<file path="src/hw/rtl/edd_ram.sv">
// Generic single-port-write, single-port-read RAM with registered read data.
module edd_ram #(
    parameter int WIDTH = 8,
    parameter int DEPTH = 16
) (
    input  logic                     clk,
    input  logic                     we,
    input  logic [$clog2(DEPTH)-1:0] waddr,
    input  logic [WIDTH-1:0]         wdata,
    input  logic [$clog2(DEPTH)-1:0] raddr,
    output logic [WIDTH-1:0]         rdata
);

    logic [WIDTH-1:0] mem [DEPTH];
    logic [WIDTH-1:0] rdata_reg;

    always_ff @(posedge clk) begin
        if (we) begin
            mem[waddr] <= wdata;
        end
        rdata_reg <= mem[raddr];
    end

    assign rdata = rdata_reg;

endmodule

</file>
<file path="config.mk">
export PLATFORM = sky130hd
export DESIGN_NAME = edd_ram
export DESIGN_NICKNAME = d
export VERILOG_FILES = /design/src/hw/rtl/edd_ram.sv
export SDC_FILE = /design/constraint.sdc
export NUM_CORES = 1
export LEC_CHECK = 0
export BUFFER_PORTS_ARGS = -buffer_cell sky130_fd_sc_hd__buf_2
export CAP_MARGIN = 30
export CORE_MARGIN = 2
export CORE_UTILIZATION = 45
export CTS_CLUSTER_DIAMETER = 50
export CTS_CLUSTER_SIZE = 14
export DETAILED_ROUTE_END_ITERATION = 16
export PLACE_DENSITY = 0.73
export SLEW_MARGIN = 20
export SYNTH_ARGS = -nofsm -noshare
export SYNTH_HDL_FRONTEND = slang
export SYNTH_SLANG_ARGS = --single-unit
</file>
<file path="constraint.sdc">
create_clock -name clk -period 4.8 [get_ports clk]
set_input_delay 0.72 -clock clk [delete_from_list [all_inputs] [get_ports clk]]
set_output_delay 0.72 -clock clk [all_outputs]
set_load 0.005 [all_outputs]
</file>
==> flow_metrics.py, run 1 <==
metrics = {
    "outcome": {
        "status": "finished clean",
    },
    "die": {
        "initial_core_util_pct": 45.7,
        "die_area_mm2": 0.0123,
        "core_mm2": 0.0113,
        "die_width_um": 111,
        "rows": 39,
        "fp.dieH_um": 111,
        "io_pins": 26,
    },
    "timing": {
        "fin_tns_setup_ns": 0,
        "rsz0062_at_grt": "no",
        "post-route-min-period_ns": 2.05,
        "slew_violations": 0,
        "final_hold_viol_count": 0,
        "fin_skew_ns": 0.00704,
        "hold_ws_ns": 0.668,
        "setup_viol": 0,
        "relSlewSlack_pct": 37.7,
        "max_slew.worst_pin.slew_ns": 0.931,
        "fmax_mhz": 488,
        "final.period_utilization_pct": 42.7,
    },
    "place": {
        "gp_congestion": 0.767,
        "hpwl_mm": 6.11,
        "dp_cells": 389,
        "numPortBuffers": 25,
    },
    "clock_network": {
        "post_cts_buffers": 0,
        "cts.sinks": 136,
        "htree_levels": 4,
        "cts_resized": 0,
        "cts.hold.buffers_added": 0,
        "cts_tree": "done",
        "cts_buffer_depth": 2,
        "insertion_delay_ns": 0.41,
        "clockRootBuffer": "clkbuf_16",
        "cts_buffers": 17,
        "clkSlewWorstSetupHoldPaths_ns": 0.06,
    },
    "finish": {
        "mostFrequentLayoutCells": "128 x edfxtp_1, 25 x buf_2, 18 x mux4_2, 17 x clkbuf_16, 16 x a22oi_1",
        "fillerInstances": 837,
        "regArea_mm2": 0.00400,
        "n_antenna_cell": 0,
        "multiInputGateArea_mm2": 0.00107,
        "drive_above_1_share_pct": 29.9,
        "final_cells": 427,
        "layout_commonest_cell": "edfxtp_1",
        "largest_reg_flops": 128,
        "nets": 289,
        "syn_to_final_growth_pct": 17.5,
    },
    "synthesis": {
        "synth_cell_type_count": 19,
        "synth_top_area_cell": "edfxtp_1",
        "synth_seq_area_share_pct": 77.8,
        "synth_cells": 229,
        "yosys-top-cells-area": "edfxtp_1 75%, mux4_2 7.9%, mux4_1 7.1%",
        "synth_nets": 247,
        "syn_area_mm2": 0.00515,
        "synth_top_area_share_pct": 74.7,
        "yosys_register_bits": 136,
        "avgSynthCellArea_um2": 22.5,
        "synth-warning-count": 0,
    },
    "detailed_routing": {
        "remaining_drc_errors": 0,
        "first_pass_iters": 4,
        "antenna_left": 0,
        "vias_per_cell": 5.67,
        "vias": 2422,
        "post_drt_wl_per_cell_um": 23.8,
        "wl_mm": 10.2,
        "drtIter0Drc": 276,
    },
    "min_path": {
        "hold_class": "register to register",
        "holdPathEnd": "rdata[3]",
        "hold_depth": 3,
        "min_from": "mem[14][3]",
    },
    "setup_path": {
        "slowest_delay_ns": 0.57,
        "path_class": "input port to register",
        "critPathRequiredTime_ns": 5.09,
        "path_max_fanout": 22,
        "worstPathArrival_ns": 2.34,
        "cp-start-kind": "input port",
        "crit_path_end_kind": "register",
        "path_cells": "buf_2 > buf_12 > mux4_1 > a22oi_1 > nand2_1",
        "worstReg2RegEnd": "rdata[4]",
        "regToRegSetupSlack_ns": 3.41,
        "critPathSlowestCell": "mux4_1",
        "crit_path_start": "raddr[0]",
        "path_delay_family": "buffers and inverters",
        "critPathBufInv": 2,
        "ff2ff_path_depth": 3,
        "r2r-start": "mem[10][4]",
    },
    "power_and_ir_drop": {
        "power_uw": 2750,
        "leakage_uw": 0.00204,
        "peakVddDrop_uv": 256,
        "p_per_area_mw_per_mm2": 455,
    },
    "global_routing": {
        "track_usage_pct": 17.5,
        "grt_pass1_vias": 2463,
        "overflow": 0,
        "grt_max_degree": 33,
        "grt_pass1_wl_mm": 15.2,
        "antenna_found_initial": 0,
    },
    "flow_run": {
        "cap_violations": 0,
    },
}
logic make-up (layout without fill, tap and decap cells):
logic type             after synthesis  after routing  synth area share [%]
muxes                               32             32                  15.0
buffers and inverters               10             65                  1.68
DFF                                136            136                  77.8
and+or+nand+nor                     35             35                  3.18
AOI/OAI and AO/OA                   16             16                  2.33
per-stage QoR:
step / area, um2 / worst slack, ns / utilization, %
after global routing: 6050 / 2.67 / 53.7
after global placement: 5380 / 2.01 / 47.8
after floorplan: 5150 / 2.59 / -
after detailed placement: 5410 / 2.29 / 48.0
after CTS: 6000 / 2.72 / 53.3
final: 6050 / 2.75 / 53.7
synth_stat cells, drive strengths merged:
cell           count
buf                7
or3b               1
mux4              32
nand3b             2
nand3              1
a22oi             16
nor2              13
clkdlybuf4s25      3
and2b              1
nor2b              1
nor3               4
dfxtp              8
and2               1
nand2b             2
nand2              9
edfxtp           128
worst reg2reg max path, delay by kind of cell (launching register included):
family | cells | cell delay, ns
AND/OR/NAND/NOR | 1 | 0.08
AO/OA/AOI/OAI | 1 | 0.35
flip-flops | 1 | 0.35
multiplexers | 1 | 0.49
where the power goes:
group / switching (uW) / internal, uW / total, uW
clock: 467 / 826 / 1290
sequential: 8.65 / 1330 / 1340
combinational: 69.4 / 49.9 / 119
final cells by class:
type	instances	share of cell area [%]
clock inverters	13	2.52
clock buffers	19	7.32
flip-flops and latches	136	66.2
repair buffers	33	3.27
well taps	143	2.96
multi-input cells	83	17.7
worst max-delay path by stage:
stage / to / slack [ns] / depth (start not counted)
after global routing: rdata[4] / 2.67 / 5
after detailed placement: rdata[4] / 2.29 / 5
after CTS: rdata[4] / 2.72 / 5
after floorplan: mem[0][0] / 2.59 / 2
after global placement: rdata[4] / 2.01 / 4
final: rdata[4] / 2.75 / 5
per-layer routing:
| metal | up-vias | wire, um | GRT usage, % |
|---|---|---|---|
| met4 | 0 | 110 | 6.25 |
| met1 | 1266 | 4370 | 23.9 |
| met5 | - | 0 | 0 |
| li1 | 1060 | - | - |
| met3 | 8 | 614 | 5.69 |
| met2 | 88 | 5080 | 26.9 |
No activity file was read; power rests on OpenSTA's default activity.
==> inputs of run 2 (changes only) <==
- PLACE_DENSITY: 0.73 -> 0.75
- clock period: 4.8 -> 1.8 ns (I/O delays scaled with it)
==> run 2 against run 1 <==
Register-to-register slack lost 3.0 ns. Critical endpoint is now rdata[5]. Non-clock buffer count is 13 higher. Core utilization rose by 1.1 points. Largest power group is now clock. Sequential power grew to 2.7 times the previous value. Die area unchanged. Routed wire length down 3.8%. Sequential share of layout area decreased by 1.3 points. Via count is 0.25% lower. Combinational power grew to 2.7 times the previous value.
==> flow_metrics.py, run 2 (same netlist as run 1, synthesis figures left out) <==
metrics = {
    "detailed_routing": {
        "post_drt_wl_per_cell_um": 22.3,
        "first_pass_iters": 4,
        "drtIter0Drc": 215,
        "antenna_left": 0,
        "wl_mm": 9.79,
        "vias": 2416,
        "remaining_drc_errors": 0,
        "vias_per_cell": 5.49,
    },
    "global_routing": {
        "track_usage_pct": 17.2,
        "grt_pass1_wl_mm": 15.2,
        "overflow": 0,
        "grt_max_degree": 33,
        "antenna_found_initial": 0,
        "grt_pass1_vias": 2578,
    },
    "flow_run": {
        "cap_violations": 0,
    },
    "place": {
        "gp_congestion": 0.699,
        "numPortBuffers": 25,
        "hpwl_mm": 6.04,
        "place_area_mm2": 0.00555,
        "post-place-ws_ns": 0.0908,
    },
    "power_and_ir_drop": {
        "leakage_uw": 0.00211,
        "combPwrFrac_pct": 4.3,
        "seq_power_share_pct": 47.4,
        "pwr-share-clk_pct": 48.3,
        "p_sw_share_pct": 20.0,
        "p_per_area_mw_per_mm2": 1220,
        "power_uw": 7510,
        "peakVddDrop_uv": 599,
        "p_int_uw": 6010,
        "switchingPower_uw": 1500,
    },
    "setup_path": {
        "slowest_delay_ns": 0.49,
        "path_class": "register to register",
        "r2r-start": "mem[2][5]",
        "critPathBufInv": 0,
        "cp-start-kind": "register",
        "path_max_fanout": 1,
        "critPathSlowestCell": "mux4_1",
        "critPathRequiredTime_ns": 2.08,
        "path_cells": "mux4_1 > a22oi_1 > nand2_1",
        "crit_path_end_kind": "register",
        "crit_path_start": "mem[2][5]",
        "worstPathArrival_ns": 1.64,
        "path_delay_family": "multiplexers",
    },
    "die": {
        "initial_core_util_pct": 45.7,
        "io_pins": 26,
        "die_width_um": 111,
        "core_mm2": 0.0113,
        "die_area_mm2": 0.0123,
        "fp.dieH_um": 111,
        "rows": 39,
    },
    "timing": {
        "fin_ws_ns": 0.443,
        "final_hold_viol_count": 0,
        "rsz0062_at_grt": "no",
        "slew_violations": 0,
        "relSlewSlack_pct": 72.6,
        "post-route-min-period_ns": 1.36,
        "fin_skew_ns": 0.00576,
        "final.period_utilization_pct": 75.4,
        "max_slew.worst_pin.slew_ns": 0.411,
        "setup_viol": 0,
        "fmax_mhz": 737,
        "fin_tns_setup_ns": 0,
    },
    "clock_network": {
        "cts_buffers": 17,
        "insertion_delay_ns": 0.40,
        "cts.sinks": 136,
        "cts.hold.buffers_added": 0,
        "cts_resized": 0,
        "cts_buffer_depth": 2,
        "clkSlewWorstSetupHoldPaths_ns": 0.06,
        "post_cts_buffers": 0,
        "cts_tree": "done",
        "clockRootBuffer": "clkbuf_16",
        "htree_levels": 4,
    },
    "finish": {
        "syn_to_final_growth_pct": 19.9,
        "largest_reg_flops": 128,
        "n_antenna_cell": 0,
        "finish.instance_area_mm2": 0.00617,
        "nets": 302,
        "layout_commonest_cell": "edfxtp_1",
        "mostFrequentLayoutCells": "128 x edfxtp_1, 25 x buf_2, 19 x buf_4, 18 x mux4_2, 17 x clkbuf_16",
        "drive_above_1_share_pct": 32.3,
    },
    "outcome": {
        "status": "finished clean",
    },
    "min_path": {
        "min_from": "wdata[7]",
        "hold_class": "input port to register",
    },
}
==> run 2: path summary, 6_finish.rpt <==
kind              slack, ns         to  cells past startpoint
setup reg to reg       0.44   rdata[5]                      3
hold / removal         0.24  mem[7][7]                      1
setup / recovery       0.44   rdata[5]                      3
hold reg to reg        0.67   rdata[1]                      3
==> run 2: layout make-up <==
type	instances	area, um2
clock buffers	18	429
clock inverters	14	196
fillers	811	5100
multi-input cells	83	1060
flip-flops and latches	136	4000
well taps	143	179
repair buffers	46	308
==> run 2: power by group through the flow <==
stage               logic, uW  clock network, uW  registers [uW]
floorplan                 180                  0            3620
global placement          317                  0            3630
detailed placement        326                  0            3630
CTS                       328               3670            3570
global route              351               3820            3570
finish                    321               3630            3570
==> run 2: through the flow <==
step / instances / utilization, % / hold WS [ns]
after floorplan: 229 / - / 0.369
after global placement: 408 / 49.2 / 0.652
after detailed placement: 408 / 49.2 / 0.652
after CTS: 440 / 54.8 / 0.228
after global routing: 440 / 54.8 / 0.238
final: 440 / 54.8 / 0.240
==> run 2: metal layers <==
| metal | wire length [um] | up-vias | global-route usage (%) |
|---|---|---|---|
| met5 | 0 | - | 0 |
| met4 | 112 | 0 | 5.50 |
| met3 | 542 | 12 | 5.52 |
| met2 | 4980 | 77 | 27.8 |
| met1 | 4150 | 1245 | 22.5 |
| li1 | - | 1082 | - |
